--- src/rtl/efp_pkg.sv ---
// Shared constants and types of the escape-time fractal pixel unit.
package efp_pkg;

	localparam int COLORS_DEF  = 256;
	localparam int MAX_DIM_DEF = 4096;

	localparam int COORD_W     = 12;
	localparam int FIX_W       = 32;
	localparam int PROD_W      = 2 * FIX_W;
	localparam int STEP_W      = 31;
	localparam int LIMIT_W     = 16;
	localparam int COLOUR_W    = 8;
	localparam int FRAC_BITS   = 28;
	localparam int CFG_IDX_W   = 3;
	localparam int CFG_DATA_W  = 32;

	localparam logic [PROD_W-1:0] ESCAPE_SQ = PROD_W'(4) << (2 * FRAC_BITS);

	localparam logic signed [FIX_W-1:0] ORIGIN_RE_RST = -32'sd536870912;
	localparam logic signed [FIX_W-1:0] ORIGIN_IM_RST = -32'sd268435456;
	localparam logic [STEP_W-1:0]       STEP_RST      = 31'd262144;
	localparam logic [LIMIT_W-1:0]      LIMIT_RST     = 16'd255;

	typedef enum logic [CFG_IDX_W-1:0] {
		REG_KIND      = 3'd0,
		REG_ORIGIN_RE = 3'd1,
		REG_ORIGIN_IM = 3'd2,
		REG_STEP      = 3'd3,
		REG_LIMIT     = 3'd4,
		REG_JULIA_RE  = 3'd5,
		REG_JULIA_IM  = 3'd6
	} cfg_reg_t;

	typedef enum logic {
		KIND_MANDELBROT = 1'b0,
		KIND_JULIA      = 1'b1
	} fractal_kind_t;

endpackage

--- src/rtl/efp_if.sv ---
// Channel interfaces: pixel input, colour result and register write port.
interface efp_pixel_if import efp_pkg::*; ();
	logic               valid;
	logic               ready;
	logic [COORD_W-1:0] pixel_row;
	logic [COORD_W-1:0] pixel_col;

	modport source (output valid, output pixel_row, output pixel_col, input ready);
	modport sink   (input valid, input pixel_row, input pixel_col, output ready);
endinterface

interface efp_result_if import efp_pkg::*; ();
	logic                valid;
	logic                ready;
	logic [COORD_W-1:0]  out_row;
	logic [COORD_W-1:0]  out_col;
	logic [COLOUR_W-1:0] colour_index;

	modport source (output valid, output out_row, output out_col, output colour_index,
		input ready);
	modport sink   (input valid, input out_row, input out_col, input colour_index,
		output ready);
endinterface

interface efp_cfg_if import efp_pkg::*; ();
	logic                  valid;
	logic                  ready;
	logic [CFG_IDX_W-1:0]  index;
	logic [CFG_DATA_W-1:0] data;

	modport source (output valid, output index, output data, input ready);
	modport sink   (input valid, input index, input data, output ready);
endinterface

--- src/rtl/efp_mul.sv ---
// Shared signed 32x32 multiplier with registered product.
module efp_mul import efp_pkg::*; (
	input  logic                     clk,
	input  logic signed [FIX_W-1:0]  a,
	input  logic signed [FIX_W-1:0]  b,
	output logic signed [PROD_W-1:0] prod_s1
);

	always_ff @(posedge clk) begin
		prod_s1 <= a * b;
	end

endmodule

--- src/rtl/escape_time_fractal_pixel_unit.sv ---
// Top level of the escape-time fractal pixel unit (Mandelbrot / Julia).
//
// Usage: write the seven registers on cfg (index 0..6) while the unit is idle;
// cfg.ready is always high and unknown indexes are dropped. Each beat on pixel
// names one pixel; each beat on result echoes row and column with the escape
// count modulo COLORS. One pixel is in work at a time; pixel.ready is high only
// in the idle state.
// Sequence: the point is formed in states PT_RE, PT_IM and PT_END, then every
// iteration runs SQ_RR, SQ_II, SQ_RI and STEP on the one shared 32x32
// multiplier (zr*zr, zi*zi, zr*zi, then the update); a pixel outside MAX_DIM
// goes straight to FINISH.
// A finished result sits in an output register, so the next pixel is taken
// while result is stalled; the unit waits only when a second result is done
// before the first has been taken.
// Reset (arst_n low) returns to idle, empties the output register and loads
// the register defaults: Mandelbrot, origin (-2, -1), step 2^-10, limit 255.
module escape_time_fractal_pixel_unit import efp_pkg::*; #(
	parameter int COLORS  = COLORS_DEF,
	parameter int MAX_DIM = MAX_DIM_DEF
) (
	input  logic          clk,
	input  logic          arst_n,
	efp_cfg_if.sink       cfg,
	efp_pixel_if.sink     pixel,
	efp_result_if.source  result
);

	localparam int CW = (COLORS > 2) ? $clog2(COLORS) : 1;
	localparam logic [CW-1:0] COLOR_LAST = CW'(COLORS - 1);
	localparam logic [16:0] MAX_DIM_V = 17'(MAX_DIM);
	localparam logic signed [PROD_W-1:0] SAT_HI = PROD_W'(64'sd2147483647);
	localparam logic signed [PROD_W-1:0] SAT_LO = -PROD_W'(64'sd2147483648);

	typedef enum logic [3:0] {
		ST_IDLE,
		ST_PT_RE,
		ST_PT_IM,
		ST_PT_END,
		ST_SQ_RR,
		ST_SQ_II,
		ST_SQ_RI,
		ST_STEP,
		ST_FINISH
	} state_t;

	function automatic logic signed [FIX_W-1:0] sat32(input logic signed [PROD_W-1:0] v);
		logic signed [FIX_W-1:0] r;
		if (v > SAT_HI) begin
			r = SAT_HI[FIX_W-1:0];
		end else if (v < SAT_LO) begin
			r = SAT_LO[FIX_W-1:0];
		end else begin
			r = v[FIX_W-1:0];
		end
		return r;
	endfunction

	function automatic logic signed [PROD_W-1:0] sx(input logic signed [FIX_W-1:0] v);
		return {{(PROD_W-FIX_W){v[FIX_W-1]}}, v};
	endfunction

	fractal_kind_t            kind_q;
	logic signed [FIX_W-1:0]  origin_re_q;
	logic signed [FIX_W-1:0]  origin_im_q;
	logic [STEP_W-1:0]        step_q;
	logic [LIMIT_W-1:0]       limit_q;
	logic signed [FIX_W-1:0]  julia_re_q;
	logic signed [FIX_W-1:0]  julia_im_q;

	state_t                   state_q;
	logic [COORD_W-1:0]       row_q;
	logic [COORD_W-1:0]       col_q;
	logic signed [FIX_W-1:0]  pr_q;
	logic signed [FIX_W-1:0]  zr_q;
	logic signed [FIX_W-1:0]  zi_q;
	logic signed [FIX_W-1:0]  cr_q;
	logic signed [FIX_W-1:0]  ci_q;
	logic signed [PROD_W-1:0] rr_q;
	logic signed [PROD_W-1:0] ii_q;
	logic [LIMIT_W-1:0]       steps_q;
	logic [CW-1:0]            color_q;
	logic                     res_valid_q;
	logic [COORD_W-1:0]       res_row_q;
	logic [COORD_W-1:0]       res_col_q;
	logic [COLOUR_W-1:0]      res_colour_q;

	logic signed [FIX_W-1:0]  mul_a;
	logic signed [FIX_W-1:0]  mul_b;
	logic signed [PROD_W-1:0] prod_s1;
	logic signed [FIX_W-1:0]  pt_w;
	logic [PROD_W-1:0]        mag_w;
	logic                     stop_w;
	logic signed [PROD_W-1:0] nr_w;
	logic signed [PROD_W-1:0] ni_w;
	logic [CW+COLOUR_W-1:0]   colour_ext;
	logic                     in_range;
	logic                     pix_fire;
	logic                     out_free;

	// register write port
	assign cfg.ready = 1'b1;

	always_ff @(posedge clk or negedge arst_n) begin
		if (!arst_n) begin
			kind_q      <= KIND_MANDELBROT;
			origin_re_q <= ORIGIN_RE_RST;
			origin_im_q <= ORIGIN_IM_RST;
			step_q      <= STEP_RST;
			limit_q     <= LIMIT_RST;
			julia_re_q  <= '0;
			julia_im_q  <= '0;
		end else if (cfg.valid) begin
			unique case (cfg.index)
				REG_KIND:      kind_q      <= fractal_kind_t'(cfg.data[0]);
				REG_ORIGIN_RE: origin_re_q <= cfg.data;
				REG_ORIGIN_IM: origin_im_q <= cfg.data;
				REG_STEP:      step_q      <= cfg.data[STEP_W-1:0];
				REG_LIMIT:     limit_q     <= cfg.data[LIMIT_W-1:0];
				REG_JULIA_RE:  julia_re_q  <= cfg.data;
				REG_JULIA_IM:  julia_im_q  <= cfg.data;
				default: ;
			endcase
		end
	end

	// shared multiplier operand select
	always_comb begin
		unique case (state_q)
			ST_PT_RE: begin
				mul_a = {{(FIX_W-COORD_W){1'b0}}, col_q};
				mul_b = {1'b0, step_q};
			end
			ST_PT_IM: begin
				mul_a = {{(FIX_W-COORD_W){1'b0}}, row_q};
				mul_b = {1'b0, step_q};
			end
			ST_SQ_RR: begin
				mul_a = zr_q;
				mul_b = zr_q;
			end
			ST_SQ_II: begin
				mul_a = zi_q;
				mul_b = zi_q;
			end
			default: begin
				mul_a = zr_q;
				mul_b = zi_q;
			end
		endcase
	end

	efp_mul u_mul (
		.clk     (clk),
		.a       (mul_a),
		.b       (mul_b),
		.prod_s1 (prod_s1)
	);

	assign pt_w   = sat32(prod_s1 + sx((state_q == ST_PT_IM) ? origin_re_q : origin_im_q));
	assign mag_w  = $unsigned(rr_q) + $unsigned(ii_q);
	assign stop_w = (mag_w >= ESCAPE_SQ) || (steps_q >= limit_q);
	assign nr_w   = (rr_q >>> FRAC_BITS) - (ii_q >>> FRAC_BITS) + sx(cr_q);
	assign ni_w   = (prod_s1 >>> (FRAC_BITS - 1)) + sx(ci_q);

	assign in_range   = ({5'b0, pixel.pixel_row} < MAX_DIM_V) &&
		({5'b0, pixel.pixel_col} < MAX_DIM_V);
	assign pix_fire   = pixel.valid && pixel.ready;
	assign out_free   = !res_valid_q || result.ready;
	assign colour_ext = {{COLOUR_W{1'b0}}, color_q};

	assign pixel.ready         = (state_q == ST_IDLE);
	assign result.valid        = res_valid_q;
	assign result.out_row      = res_row_q;
	assign result.out_col      = res_col_q;
	assign result.colour_index = res_colour_q;

	always_ff @(posedge clk or negedge arst_n) begin
		if (!arst_n) begin
			state_q      <= ST_IDLE;
			row_q        <= '0;
			col_q        <= '0;
			pr_q         <= '0;
			zr_q         <= '0;
			zi_q         <= '0;
			cr_q         <= '0;
			ci_q         <= '0;
			rr_q         <= '0;
			ii_q         <= '0;
			steps_q      <= '0;
			color_q      <= '0;
			res_valid_q  <= 1'b0;
			res_row_q    <= '0;
			res_col_q    <= '0;
			res_colour_q <= '0;
		end else begin
			if (res_valid_q && result.ready && state_q != ST_FINISH) begin
				res_valid_q <= 1'b0;
			end
			unique case (state_q)
				ST_IDLE: begin
					if (pix_fire) begin
						row_q   <= pixel.pixel_row;
						col_q   <= pixel.pixel_col;
						steps_q <= '0;
						color_q <= '0;
						state_q <= in_range ? ST_PT_RE : ST_FINISH;
					end
				end
				ST_PT_RE: state_q <= ST_PT_IM;
				ST_PT_IM: begin
					pr_q    <= pt_w;
					state_q <= ST_PT_END;
				end
				ST_PT_END: begin
					if (kind_q == KIND_MANDELBROT) begin
						zr_q <= '0;
						zi_q <= '0;
						cr_q <= pr_q;
						ci_q <= pt_w;
					end else begin
						zr_q <= pr_q;
						zi_q <= pt_w;
						cr_q <= julia_re_q;
						ci_q <= julia_im_q;
					end
					state_q <= ST_SQ_RR;
				end
				ST_SQ_RR: state_q <= ST_SQ_II;
				ST_SQ_II: begin
					rr_q    <= prod_s1;
					state_q <= ST_SQ_RI;
				end
				ST_SQ_RI: begin
					ii_q    <= prod_s1;
					state_q <= ST_STEP;
				end
				ST_STEP: begin
					if (stop_w) begin
						state_q <= ST_FINISH;
					end else begin
						zr_q    <= sat32(nr_w);
						zi_q    <= sat32(ni_w);
						steps_q <= steps_q + 1'b1;
						color_q <= (color_q == COLOR_LAST) ? '0 : color_q + 1'b1;
						state_q <= ST_SQ_RR;
					end
				end
				ST_FINISH: begin
					if (out_free) begin
						res_valid_q  <= 1'b1;
						res_row_q    <= row_q;
						res_col_q    <= col_q;
						res_colour_q <= colour_ext[COLOUR_W-1:0];
						state_q      <= ST_IDLE;
					end
				end
				default: state_q <= ST_IDLE;
			endcase
		end
	end

	a_accept_starts: assert property (@(posedge clk) disable iff (!arst_n)
		pix_fire |=> (state_q == ST_PT_RE || state_q == ST_FINISH))
		else $error("pixel beat did not start work");

	a_finish_loads: assert property (@(posedge clk) disable iff (!arst_n)
		(state_q == ST_FINISH && out_free) |=> (result.valid && state_q == ST_IDLE))
		else $error("finished pixel not moved to output register");

	a_only_finish_fills: assert property (@(posedge clk) disable iff (!arst_n)
		(result.valid && result.ready && state_q != ST_FINISH) |=> !result.valid)
		else $error("result appeared without a finished pixel");

	a_step_loops: assert property (@(posedge clk) disable iff (!arst_n)
		(state_q == ST_STEP && !stop_w) |=>
		(state_q == ST_SQ_RR && steps_q == $past(steps_q) + 1'b1))
		else $error("iteration did not advance");

endmodule

--- src/flat_wrapper.sv ---
// flat-port wrapper written by rule: the top's interface ports become plain ports
module escape_time_fractal_pixel_unit_flat import efp_pkg::*;
#(
	parameter int COLORS  = COLORS_DEF,
	parameter int MAX_DIM = MAX_DIM_DEF
)
  (clk, arst_n, cfg_valid, cfg_index, cfg_data, cfg_ready, pixel_valid, pixel_pixel_row, pixel_pixel_col, pixel_ready, result_valid, result_out_row, result_out_col, result_colour_index, result_ready);
  efp_cfg_if cfg_i ();
  efp_pixel_if pixel_i ();
  efp_result_if result_i ();
  input  logic clk;
  input  logic arst_n;
  input wire logic [$bits(cfg_i.valid)-1:0] cfg_valid;
  input wire logic [$bits(cfg_i.index)-1:0] cfg_index;
  input wire logic [$bits(cfg_i.data)-1:0] cfg_data;
  output wire logic [$bits(cfg_i.ready)-1:0] cfg_ready;
  input wire logic [$bits(pixel_i.valid)-1:0] pixel_valid;
  input wire logic [$bits(pixel_i.pixel_row)-1:0] pixel_pixel_row;
  input wire logic [$bits(pixel_i.pixel_col)-1:0] pixel_pixel_col;
  output wire logic [$bits(pixel_i.ready)-1:0] pixel_ready;
  output wire logic [$bits(result_i.valid)-1:0] result_valid;
  output wire logic [$bits(result_i.out_row)-1:0] result_out_row;
  output wire logic [$bits(result_i.out_col)-1:0] result_out_col;
  output wire logic [$bits(result_i.colour_index)-1:0] result_colour_index;
  input wire logic [$bits(result_i.ready)-1:0] result_ready;
  assign cfg_i.valid = cfg_valid;
  assign cfg_i.index = cfg_index;
  assign cfg_i.data = cfg_data;
  assign cfg_ready = cfg_i.ready;
  assign pixel_i.valid = pixel_valid;
  assign pixel_i.pixel_row = pixel_pixel_row;
  assign pixel_i.pixel_col = pixel_pixel_col;
  assign pixel_ready = pixel_i.ready;
  assign result_valid = result_i.valid;
  assign result_out_row = result_i.out_row;
  assign result_out_col = result_i.out_col;
  assign result_colour_index = result_i.colour_index;
  assign result_i.ready = result_ready;
  escape_time_fractal_pixel_unit #(.COLORS(COLORS), .MAX_DIM(MAX_DIM)) u_core (.clk(clk), .arst_n(arst_n), .cfg(cfg_i), .pixel(pixel_i), .result(result_i));
endmodule
--- config.mk ---
export PLATFORM = sky130hd
export DESIGN_NAME = escape_time_fractal_pixel_unit_flat
export DESIGN_NICKNAME = d
export VERILOG_FILES = /design/src/rtl/efp_pkg.sv /design/src/rtl/efp_if.sv /design/src/rtl/efp_mul.sv /design/src/rtl/escape_time_fractal_pixel_unit.sv /design/src/flat_wrapper.sv
export SDC_FILE = /design/constraint.sdc
export NUM_CORES = 2
export LEC_CHECK = 0
export BUFFER_PORTS_ARGS = -buffer_cell sky130_fd_sc_hd__buf_2
export CORE_AREA = 2 2 595 419
export CTS_CLUSTER_DIAMETER = 150
export DETAILED_ROUTE_END_ITERATION = 12
export DIE_AREA = 0 0 597 421
export PLACE_DENSITY_LB_ADDON = 0.1
export SLEW_MARGIN = 20
export SYNTH_ARGS = -nofsm -noshare
export SYNTH_HDL_FRONTEND = slang
export SYNTH_SLANG_ARGS = --single-unit
--- constraint.sdc ---
create_clock -name clk -period 28.6 [get_ports clk]
set_clock_uncertainty 0.1 [all_clocks]
set_input_delay 2.86 -clock clk [delete_from_list [all_inputs] [get_ports clk]]
set_output_delay 2.86 -clock clk [all_outputs]
set_load 0.02 [all_outputs]
-- Word-level counts from Yosys, hierarchy flattened
Index checks and enable logic that the tools add are counted.
W data, S select, Z words.
- word-level logic and storage cells: 113
- output and inout bits: 35
- flip-flop bits (word level): 613
- bits of input ports: 64
- equality and inequality tests: 19
- multiplexer cells: 31
- order comparisons: 8
- reductions and logical operators: 23
- $mul: 1
- add/subtract/negate cells: 7
- operators by type and width (kind ; count):
    $mux W32 ; 13
    $gt A64 B32 Y1 const B ; 3
    $lt A64 B32 Y1 const B ; 3
    $pmux W32 S2 ; 3
    $pmux W32 S3 ; 1
    $add A37 B32 Y38 ; 2
    $add A64 B32 Y64 ; 1
    $add A64 B64 Y64 ; 1
    $ge A64 B59 Y1 const B ; 1
    $mul A32 B32 Y64 ; 1
    $sub A36 B36 Y37 ; 1
    $pmux W4 S9 ; 1
    $mux W16 ; 2
    $pmux W16 S2 ; 1
    $mux W8 ; 3
    $reduce_and A2 Y1 ; 11
    $add A16 B1 Y16 const B ; 1
    $eq A4 B3 Y1 const B ; 4
    $ge A16 B16 Y1 ; 1
    $pmux W8 S2 ; 1
    $mux W4 ; 3
    $eq A3 B3 Y1 const B ; 3
    $add A8 B1 Y8 const B ; 1
    $eq A4 B2 Y1 const B ; 2
    17 further kinds ; 25

-- Depth between registers and ports, before layout
- depth after elaboration: 8
- gate-level depth with buffers: 40
- depth with buffers taken out: 35

-- By module
From an unflattened synthesis, not the netlist that was laid out.
- cell total of the unflattened synthesis: 8129
- area, all modules: 74550.2 µm²
- by module, submodules not included (module ; times used ; sequential area each (µm²) ; cells an instance ; area each (µm²)):
    efp_mul ; 1 ; 1281.2 ; 4052 ; 37858.8
    escape_time_fractal_pixel_unit ; 1 ; 13758.2 ; 4077 ; 36691.4

-- Worst setup path after synthesis
OpenSTA, ideal clock, no wires.
- kind: register to register
- start point: register u_core.state_q[0]
- end point: register u_core.u_mul.prod_s1[63]
- clock period less this slack: 10.009 ns
- buffers on the path: 6
- data required time: 28.379 ns
- cell stages (with the launch flop): 37
- data arrival time: 9.788 ns
- setup time: 0.121 ns
- path slack: 18.591 ns
- cell sequence: dfrtp_1 -> clkbuf_1 -> nand2b_1 -> or3_1 -> clkbuf_1 -> nand2b_1 -> clkbuf_1 -> clkbuf_1 -> buf_1 -> a22oi_1 -> nand2_1 -> clkbuf_1 -> nand2_1 -> inv_1 -> fa_1 -> fa_1 -> fa_1 -> fa_1 -> inv_1 -> fa_1 -> inv_1 -> fa_1 -> inv_1 -> fa_1 -> inv_1 -> fa_1 -> ha_1 -> and2_1 -> and3_1 -> and3_1 -> o211a_1 -> nor2_1 -> o211ai_1 -> and2_1 -> or4b_1 -> a31oi_1 -> xnor2_1
- longest elaborated chain between the ends: 4
- elaborated cells between the ends (all ways): 8
- classes of those cells: mul: 1; eq/ne: 4; mux: 2; reduce/logical: 1
- ends and longest elaborated chain (item ; RTL line ; RTL):
    start, declared ; escape_time_fractal_pixel_unit.sv:70 ; state_t state_q;
    start signal, assigned ; escape_time_fractal_pixel_unit.sv:206 ; state_q <= in_range ? ST_PT_RE : ST_FINISH;
    $eq A4 B1 Y1 / $eq A4 B2 Y1 (equally long branches) ; escape_time_fractal_pixel_unit.sv:128 ; unique case (state_q)
    $reduce_or A2 Y1 (no source line) ; -- ;
    $pmux W32 S2 ; escape_time_fractal_pixel_unit.sv:128 ;
    $mul A32 B32 Y64 (*) ; efp_mul.sv:10 ; prod_s1 <= a * b;
    end signal, assigned ; efp_mul.sv:10 ;
    end, declared ; efp_mul.sv:6 ; output logic signed [PROD_W-1:0] prod_s1
Mark *: on every way between the ends. The rest lies on a longest branch, timed or not.
A chain may end at the register's enable or synchronous reset.

-- Final worst setup path
- start point: register u_core.state_q[1]
- end point: register u_core.u_mul.prod_s1[60]
Same word-level chain as after synthesis.

==> metrics.yaml <==
arrival_ps: 12530
cts_tree: "built"
ys_types: 99
worstSetupStartpointType: "flop"
hold_violations: 0
start_util_pct: 29.8
synth_xor_xnor_area_share_pct: 2.26
ys_ff_latch: 613
drive_gt1_share_pct: 9.00
synth_top_family_by_area: "adder cells"
cts_resized: 0
end_kind: "flop"
crit_type: "flop to flop"
synth_edf_count: 0
ys_seq_area_share_pct: 20.5
grt_pass1_vias: 59900
clockBufferDepth: 3
hp-class: "flop to flop"
drt_wl_total_um: 301000
syn_to_final_growth_pct: 9.83
crit_start: "u_core.state_q[1]$_DFFE_PN0P_"
synth-async-reset-ratio_pct: 89.6
synth_area_leaders: "fa_1 (31%), dfrtp_1 (18%), ha_1 (7.5%)"
yosysTopAreaCell: "fa_1"
ys_warn_count: 0
slowest_stage: "o21a_1"
syn_inst: 8146
rr_worst_depth: 30
path_max_fanout: 58
holdBufCountCts: 0
grt_util_all_layers_pct: 24.0
tightest_slew_ps: 1170
cts.sinks: 613
root_buffer: "clkbuf_16"
drcViolationCount: 0
std_cell_rows: 153
r2r-start: "u_core.state_q[1]$_DFFE_PN0P_"
clk_latency_ps: 690
dr.pass1.iters: 6
port_buffers: 97
synth_compound_area_share_pct: 12.1
hold_depth: 2
dieArea_sq_um: 251000
maxSlewViolCount: 0
maxCapViolCount: 0
nets: 9725
setup_viol: 0
crit_top_cell: "fa_1"
status: "finished, final reports clean"
cts_max_level: 3
clk_pin_slew_ps: 60
yosysMostFrequentCell: "inv_1"
grt_antenna_before_repair: 23
min_period_ps: 12090
yosys.area.top_type_share_pct: 30.6
synth_mux_area_share_pct: 3.94
rsz0062_at_grt: "no"
regArea_sq_um: 15000
synth_common_cells: "inv_1 (1247), nand2_1 (1170), fa_1 (1121)"
multiInputGateArea_sq_um: 52600
period_share_pct: 42.3
fmax_mhz: 82.7
fin_setup_tns_ps: 0
routed_via_density: 5.20
post_cts_buffers: 0
min_from: "u_core.rr_q[3]$_DFFE_PN0N_"
avgSynthCellArea_sq_um: 9.01
cts_made_buffers: 68
gr-total-overflow: 0
gp_congestion: 0.929
critPathMaxStageDelay_ps: 910
grt_max_degree: 145
die_w_um: 597
synthFlopType: "dfrtp_1"
num_vias: 59400
slew_headroom_pct: 22.0
fill_cells: 25900
yosys.area_share.simple_pct: 14.7
core_area_sq_um: 247000
ioPinCount: 99
die_y_um: 421
synth.cell_area_sq_um: 73400
grt_pass1_wl_um: 440000
ant_nets: 0
synth_nets: 9769
drt-initial-drc-count: 5547
post_drt_wl_per_cell_um: 26.4
worst_ep_required_time_ps: 29040
dp_hpwl_um: 237000
synth_fa_ha_area_share_pct: 38.0
-- cell type report --
cell class              instances  area share, %
diodes                          2        0.00621
well taps                    3255           5.05
clock inverters                33          0.635
multi-input cells            5907           65.2
clock buffers                  89           2.35
flip-flops and latches        613           18.7
repair buffers                263           2.26
inverters                    1249           5.82
-- worst max-delay path, delay by kind of cell, from the launching register on --
kind                     cells  cell delay [ps]
flip-flops                   1              460
buffers and inverters        4              980
adder cells (fa/ha/maj)      9             4550
AND/OR/NAND/NOR              8             2920
XOR/XNOR                     1              150
AO/OA/AOI/OAI                8             2660
-- final timing paths --
check / slack (ps) / to
worst max-delay path: 16510 / u_core.u_mul.prod_s1[60]$_DFF_P_
worst min-delay path: 380 / u_core.rr_q[3]$_DFFE_PN0N_
worst max register to register: 16510 / u_core.u_mul.prod_s1[60]$_DFF_P_
min in group asynchronous: 2010 / u_core.steps_q[2]$_DFFE_PN0P_
worst min register to register: 380 / u_core.rr_q[3]$_DFFE_PN0N_
max in group asynchronous: 23720 / u_core.origin_im_q[17]$_DFFE_PN0P_
-- placed cells by master (no fill, tap or decap), types with 23 or more instances in the layout --
| cell type | count |
|---|---|
| mux2i_1 | 40 |
| o21ai_0 | 335 |
| inv_1 | 1247 |
| clkbuf_16 | 68 |
| o211ai_1 | 62 |
| a21o_1 | 137 |
| dfxtp_1 | 64 |
| nand2b_1 | 53 |
| nand4_1 | 50 |
| ha_1 | 438 |
| buf_2 | 97 |
| nand2_1 | 1169 |
| xnor2_1 | 125 |
| buf_4 | 160 |
| and2_1 | 49 |
| o21a_1 | 62 |
| fa_1 | 1121 |
| mux2_2 | 221 |
| and3_1 | 38 |
| xor2_1 | 64 |
| nor3_1 | 67 |
| o21bai_1 | 64 |
| or3_1 | 33 |
| nor2b_1 | 31 |
| dfrtp_1 | 532 |
| a211oi_1 | 36 |
| a31oi_1 | 81 |
| o2111ai_1 | 23 |
| a21oi_1 | 311 |
| o21ai_1 | 32 |
| nand3_1 | 76 |
| nor2_1 | 829 |
-- sequential cells by signal (all words and copies together) (netlist names), 16 cells and up --
name                  count
u_core.ci_q              32
u_core.cr_q              32
u_core.ii_q              64
u_core.julia_im_q        32
u_core.julia_re_q        32
u_core.limit_q           16
u_core.origin_im_q       32
u_core.origin_re_q       32
u_core.pr_q              32
u_core.rr_q              64
u_core.step_q            31
u_core.steps_q           16
u_core.u_mul.prod_s1     64
u_core.zi_q              32
u_core.zr_q              32
-- logic make-up (layout without fill, tap and decap cells) --
logic type / Yosys count / in the layout
compound gates: 1378 / 1378
xor+xnor: 189 / 189
fa+ha+maj: 1559 / 1559
buf+inv: 1626 / 1634
flops: 613 / 613
mux: 261 / 261
other cells: 1 / 3
simple gates: 2519 / 2519
-- stage by stage --
stage          instance area (sq um)  utilization, %  std cells  hold slack, ps  setup slack, ps
5_1_grt                        80600            32.7      11400             406            15890
2_1_floorplan                  73400               -       8146             326            18590
3_5_place_dp                   78200            31.7      11300             371            16650
6_report                       80600            32.7      11400             383            16510
4_1_cts                        80600            32.7      11400             386            16570
3_3_place_gp                   78100            31.7      11300             364            16520
-- per-layer routing --
layer / track usage, % / wire [um]
met1: 37.9 / 150000
met2: 33.7 / 122000
met3: 4.87 / 24000
met4: 3.86 / 5230
met5: 0 / 34
Power is not shown: default switching activity piles up to over one toggle a cycle in this logic, so the estimate is an artifact.
